**src/rtl/core/pbc_pkg.sv**
```systemverilog
// Shared types, constants and helper functions of the pileup base counter.
// Used by every module of the block; depends on nothing.

package pbc_pkg;

  localparam int MAX_REF_LEN = 4096;
  localparam int ADDR_W      = $clog2(MAX_REF_LEN);
  localparam int LEN_W       = ADDR_W + 1;
  localparam int CNT_W       = 16;
  localparam int NUM_BASES   = 5;
  localparam int BIDX_W      = 3;

  localparam logic [LEN_W-1:0] REF_LEN_RESET = LEN_W'(MAX_REF_LEN);

  // Request kinds.
  localparam logic [2:0] REQ_MATCH    = 3'd0;
  localparam logic [2:0] REQ_MISMATCH = 3'd1;
  localparam logic [2:0] REQ_DELETION = 3'd2;
  localparam logic [2:0] REQ_SKIP     = 3'd3;
  localparam logic [2:0] REQ_READOUT  = 3'd4;
  localparam logic [2:0] REQ_CLEAR    = 3'd5;

  // Result status codes.
  localparam logic [1:0] ERR_OK    = 2'd0;
  localparam logic [1:0] ERR_BASE  = 2'd1;
  localparam logic [1:0] ERR_RANGE = 2'd2;

  // Base indexes.
  localparam logic [BIDX_W-1:0] BASE_A    = 3'd0;
  localparam logic [BIDX_W-1:0] BASE_C    = 3'd1;
  localparam logic [BIDX_W-1:0] BASE_G    = 3'd2;
  localparam logic [BIDX_W-1:0] BASE_T    = 3'd3;
  localparam logic [BIDX_W-1:0] BASE_GAP  = 3'd4;
  localparam logic [BIDX_W-1:0] BASE_NONE = 3'd7;

  // One table entry: five base counters, coverage and the mismatch mark.
  typedef struct packed {
    logic                                mark;
    logic [CNT_W-1:0]                    depth;
    logic [NUM_BASES-1:0][CNT_W-1:0]     counts;
  } entry_t;

  // Item held between acceptance and write-back.
  typedef struct packed {
    logic [2:0] req;
    logic [7:0] base_char;
    logic       range_err;
  } item_t;

  // Result fields of one item.
  typedef struct packed {
    logic [7:0]  base;
    logic [15:0] count;
    logic [15:0] cov;
    logic        mark;
    logic [1:0]  err;
  } result_t;

  function automatic logic [BIDX_W-1:0] base_index(input logic [7:0] c);
    logic [BIDX_W-1:0] idx;
    case (c)
      8'h41, 8'h61: idx = BASE_A;
      8'h43, 8'h63: idx = BASE_C;
      8'h47, 8'h67: idx = BASE_G;
      8'h54, 8'h74: idx = BASE_T;
      8'h2D:        idx = BASE_GAP;
      default:      idx = BASE_NONE;
    endcase
    return idx;
  endfunction

  function automatic logic [7:0] base_letter(input logic [BIDX_W-1:0] idx);
    logic [7:0] c;
    case (idx)
      BASE_A:  c = 8'h41;
      BASE_C:  c = 8'h43;
      BASE_G:  c = 8'h47;
      BASE_T:  c = 8'h54;
      default: c = 8'h2D;
    endcase
    return c;
  endfunction

  function automatic logic [CNT_W-1:0] sat_inc(input logic [CNT_W-1:0] v);
    return (&v) ? v : v + CNT_W'(1);
  endfunction

endpackage

```
**src/rtl/core/pbc_update.sv**
```systemverilog
// Modify step of the read-modify-write: new entry and result for one item.
// Depends on pbc_pkg for types, request codes and counter helpers.

module pbc_update (
  input  pbc_pkg::item_t    item,
  input  pbc_pkg::entry_t   old_entry,
  output pbc_pkg::entry_t   new_entry,
  output logic              wr_needed,
  output pbc_pkg::result_t  result
);

  logic [pbc_pkg::BIDX_W-1:0] idx;
  logic                       idx_ok;
  logic [pbc_pkg::BIDX_W-1:0] best_idx;
  logic [pbc_pkg::CNT_W-1:0]  best_cnt;

  assign idx    = pbc_pkg::base_index(item.base_char);
  assign idx_ok = (idx != pbc_pkg::BASE_NONE);

  // Most common base; the reference base wins ties since it is the start value.
  always_comb begin
    best_idx = idx;
    best_cnt = old_entry.counts[idx];
    for (int i = 0; i < pbc_pkg::NUM_BASES; i++) begin
      if (old_entry.counts[i] > best_cnt) begin
        best_cnt = old_entry.counts[i];
        best_idx = pbc_pkg::BIDX_W'(i);
      end
    end
  end

  always_comb begin
    new_entry = old_entry;
    wr_needed = 1'b0;
    result    = '0;
    if (item.req > pbc_pkg::REQ_CLEAR) begin
      result = '0;
    end else if (item.range_err) begin
      result.err = pbc_pkg::ERR_RANGE;
    end else begin
      case (item.req) inside
        pbc_pkg::REQ_MATCH, pbc_pkg::REQ_MISMATCH: begin
          if (!idx_ok) begin
            result.err = pbc_pkg::ERR_BASE;
          end else begin
            new_entry.counts[idx] = pbc_pkg::sat_inc(old_entry.counts[idx]);
            new_entry.depth       = pbc_pkg::sat_inc(old_entry.depth);
            if (item.req == pbc_pkg::REQ_MISMATCH) begin
              new_entry.mark = 1'b1;
            end
            wr_needed = 1'b1;
          end
        end
        pbc_pkg::REQ_DELETION: begin
          new_entry.counts[pbc_pkg::BASE_GAP] =
            pbc_pkg::sat_inc(old_entry.counts[pbc_pkg::BASE_GAP]);
          new_entry.depth = pbc_pkg::sat_inc(old_entry.depth);
          new_entry.mark  = 1'b1;
          wr_needed       = 1'b1;
        end
        pbc_pkg::REQ_SKIP: begin
          new_entry.depth = pbc_pkg::sat_inc(old_entry.depth);
          wr_needed       = 1'b1;
        end
        pbc_pkg::REQ_READOUT: begin
          if (!idx_ok) begin
            result.err = pbc_pkg::ERR_BASE;
          end else begin
            result.base  = pbc_pkg::base_letter(best_idx);
            result.count = 16'(best_cnt);
            result.cov   = 16'(old_entry.depth);
            result.mark  = old_entry.mark;
          end
        end
        default: begin
          new_entry = '0;
          wr_needed = 1'b1;
        end
      endcase
    end
  end

endmodule

```
**config.mk**
```make
export PLATFORM = sky130hd
export DESIGN_NAME = pbc_update
export DESIGN_NICKNAME = d
export VERILOG_FILES = /design/src/rtl/core/pbc_pkg.sv /design/src/rtl/core/pbc_update.sv
export SDC_FILE = /design/constraint.sdc
export NUM_CORES = 1
export LEC_CHECK = 0
export ABC_AREA = 1
export BUFFER_PORTS_ARGS = -buffer_cell sky130_fd_sc_hd__buf_2
export CORE_ASPECT_RATIO = 0.8
export CORE_MARGIN = 4
export CORE_UTILIZATION = 35
export DETAILED_ROUTE_END_ITERATION = 10
export SETUP_SLACK_MARGIN = 0.2
export SLEW_MARGIN = 20
export SYNTH_ARGS = -nofsm -noshare
export SYNTH_HDL_FRONTEND = slang
export SYNTH_SLANG_ARGS = --single-unit
```
**constraint.sdc**
```tcl
create_clock -name vclk -period 22.2
set_input_delay 1.11 -clock vclk [all_inputs]
set_output_delay 1.11 -clock vclk [all_outputs]
set_load 0.01 [all_outputs]
```
==> out/summary.log <==
INFO  die            rows=49
INFO  critical_path  worst_path_largest_cell_delay=850ps
INFO  die            die_height=143.4um
INFO  layout         design.seq.count=0
INFO  sta            final-setup-viol-count=0
INFO  drt            drt_iter0_markers=1554
INFO  critical_path  endpoint_required_time_on_the_critical_path=21090ps
INFO  layout         area.growth.synth_to_final=17.19%
INFO  sta            period_needed=15990ps
INFO  grt            maximum_number_of_pins_on_one_net_before_global_route_repair=72
INFO  drt            routed-via-count=11670
INFO  layout         fin_cells=1991
INFO  placement      gpl.final_weighted_congestion=1.057
INFO  pwr            combPwrFrac=100.0%
INFO  sta            totalNegativeSetupSlack=0ps
INFO  clocking       hold_buffers=0
INFO  sta            timing.final.ws_setup=6209ps
INFO  die            die_w=177.2um
INFO  sta            timing.hold.ws=2581ps
INFO  sta            report.final.slew_viol_count=0
INFO  run_status     status=finished clean
INFO  pwr            power.total=371.9uW
INFO  sta            grt_setup_unrepaired=no
INFO  placement      dp.cells=1991
INFO  pwr            power_frac_clock=0%
INFO  pwr            share_seq_of_total_power=0%
INFO  yosys          postSynthAreaPerCell=5.325um^2
INFO  grt            aggregate_global_routing_overflow=0
INFO  critical_path  worstSetupEndpointType=output port
INFO  clocking       cts.repair.resized=0
INFO  placement      portBuffers=249
INFO  grt            grt_antenna_before_repair=1
INFO  die            pin_count=250
INFO  layout         sequential_cell_area=0um^2
INFO  layout         layout.filler_cells=2532
INFO  layout         layout_commonest_cell=buf_2
INFO  critical_path  critPathLaunchType=input port
INFO  pwr            p_switching=246.0uW
INFO  yosys          mappedNetlistNets=1696
INFO  grt            first_global_vias=10190
INFO  die            initial_utilization=35.64%
INFO  critical_path  critical_path_peak_fanout=34
INFO  critical_path  setup.worst_path.class=input port to output port
INFO  drt            drt_wl_total=41400um
INFO  clocking       cts_post_setup_buffers_inserted=0
INFO  critical_path  arrival=14880ps
INFO  drt            drt_pass1_iterations=6
INFO  pwr            power.internal=125.8uW
INFO  min_path       worst_hold_path.num_cells=4
INFO  grt            grt_pass1_wl=60970um
INFO  pwr            vdd_ir_drop_max=0.02248mV
INFO  critical_path  cell_repeated_most_along_the_worst_path=nand2_1
INFO  yosys          synth_cells=1506
INFO  placement      place_worst_setup_slack=6581ps
INFO  layout         mostFrequentLayoutCells=249 x buf_2, 224 x nand2_1, 215 x o21ai_0, 206 x nor2_1, 195 x inv_1
INFO  sta            fmaxAchievable=62.53MHz
INFO  sta            post-route-period-util=72.03%
INFO  layout         final_layout_size_suffix_gt1_share=20.47%
INFO  yosys          count_of_different_cell_masters_after_synthesis=54
INFO  layout         clk_buf_instances=0
INFO  sta            max_slew.worst_pin.slew=1056ps
INFO  drt            avgViaCountPerCell=5.859
INFO  pwr            swShare=66.16%
INFO  sta            relSlewSlack=29.01%
INFO  grt            grtUsageTotal=30.48%
INFO  die            core_box_area=0.02250mm^2
INFO  yosys          synth_seq_area_share=0%
INFO  sta            final-hold-violation-count=0
INFO  drt            detail_route.wl_per_cell=20.79um
INFO  critical_path  timing.critical_path.slowest_stage_cell=nor4_2
INFO  layout         nets=1877
INFO  drt            detail_route.drc_violations=0
INFO  drt            ant_nets=0
INFO  yosys          ys_warnings=0
INFO  run            max-cap-violations=0
INFO  die            design.die.area=0.02541mm^2
INFO  pwr            power_density_over_the_cells=39.57mW/mm^2
INFO  layout         antenna-diode-count=0
INFO  min_path       kind_of_path_behind_the_tightest_hold_check=input port to output port
INFO  placement      hpwl=32990um
INFO  pwr            p_leak=4.827nW
INFO  yosys          syn_area=0.008019mm^2
[layer usage]
metal | up-vias | GRT usage, % | share of wire [%]
met4 | 0 | 6.431 | 2.8
li1 | 5524 | - | -
met5 | - | 0 | 0
met1 | 5358 | 45.10 | 44
met3 | 78 | 5.050 | 12
met2 | 706 | 46.45 | 41
[power groups by stage]
stage | registers, mW | clock network (mW) | logic (mW)
2_1_floorplan | 0 | 0 | 0.255
3_3_place_gp | 0 | 0 | 0.358
3_5_place_dp | 0 | 0 | 0.362
4_1_cts | 0 | 0 | 0.364
5_1_grt | 0 | 0 | 0.412
6_report | 0 | 0 | 0.372
[worst paths after layout]
check,startpoint,endpoint
worst max-delay path,item[4],result[39]
worst min-delay path,old_entry[96],result[2]
[area by class of cell]
cell class | count | area (um^2) | share of cell area (%)
inverter | 213 | 799.5 | 8.508
timing repair buffer | 258 | 1314 | 13.98
multi-input combinational | 1214 | 6902 | 73.44
tap | 306 | 382.9 | 4.074
[metrics by stage]
stage	area [um^2]	utilization [%]
floorplan	8019	-
global placement	9390	41.73
detailed placement	9395	41.76
CTS	9395	41.76
global route	9398	41.77
finish	9398	41.77
[synth_stat cells, types with 11 or more instances]
| library cell | instances | area [um^2] |
|---|---|---|
| nand2_1 | 224 | 840.8 |
| o21ai_0 | 215 | 1076 |
| nor2_1 | 210 | 788.3 |
| inv_1 | 196 | 735.7 |
| ha_1 | 81 | 1013 |
| nand3_1 | 80 | 400.4 |
| a21oi_1 | 69 | 345.3 |
| clkbuf_1 | 59 | 221.5 |
| o22ai_1 | 48 | 300.3 |
| o21ai_1 | 34 | 170.2 |
| a22oi_1 | 27 | 202.7 |
| nor3_1 | 27 | 135.1 |
| a31oi_1 | 21 | 131.4 |
| nand2_2 | 21 | 131.4 |
| xor2_1 | 19 | 166.4 |
| and2_1 | 17 | 106.4 |
| nand4_1 | 16 | 100.1 |
| inv_2 | 14 | 52.55 |
| nand3_2 | 11 | 110.1 |
[worst max-delay path: cells and delay by family]
family / cells / cell delay, ps
adder cells (fa/ha/maj): 5 / 1550
buffers and inverters: 10 / 2330
AO/OA/AOI/OAI: 15 / 4280
AND/OR/NAND/NOR: 30 / 5570
[cells by family (layout without fill, tap and decap cells)]
family,count (synthesis),after routing,synth area share (%)
xor gates and xnor gates,24,24,2.996
adders and majority gates,81,81,12.64
AOI/OAI and AO/OA,464,464,33.16
other,1,1,0.04676
and+or+nand+nor,644,644,36.98
buffers and inverters,292,471,14.18
Note: power is estimated with default switching activity, not from simulation.
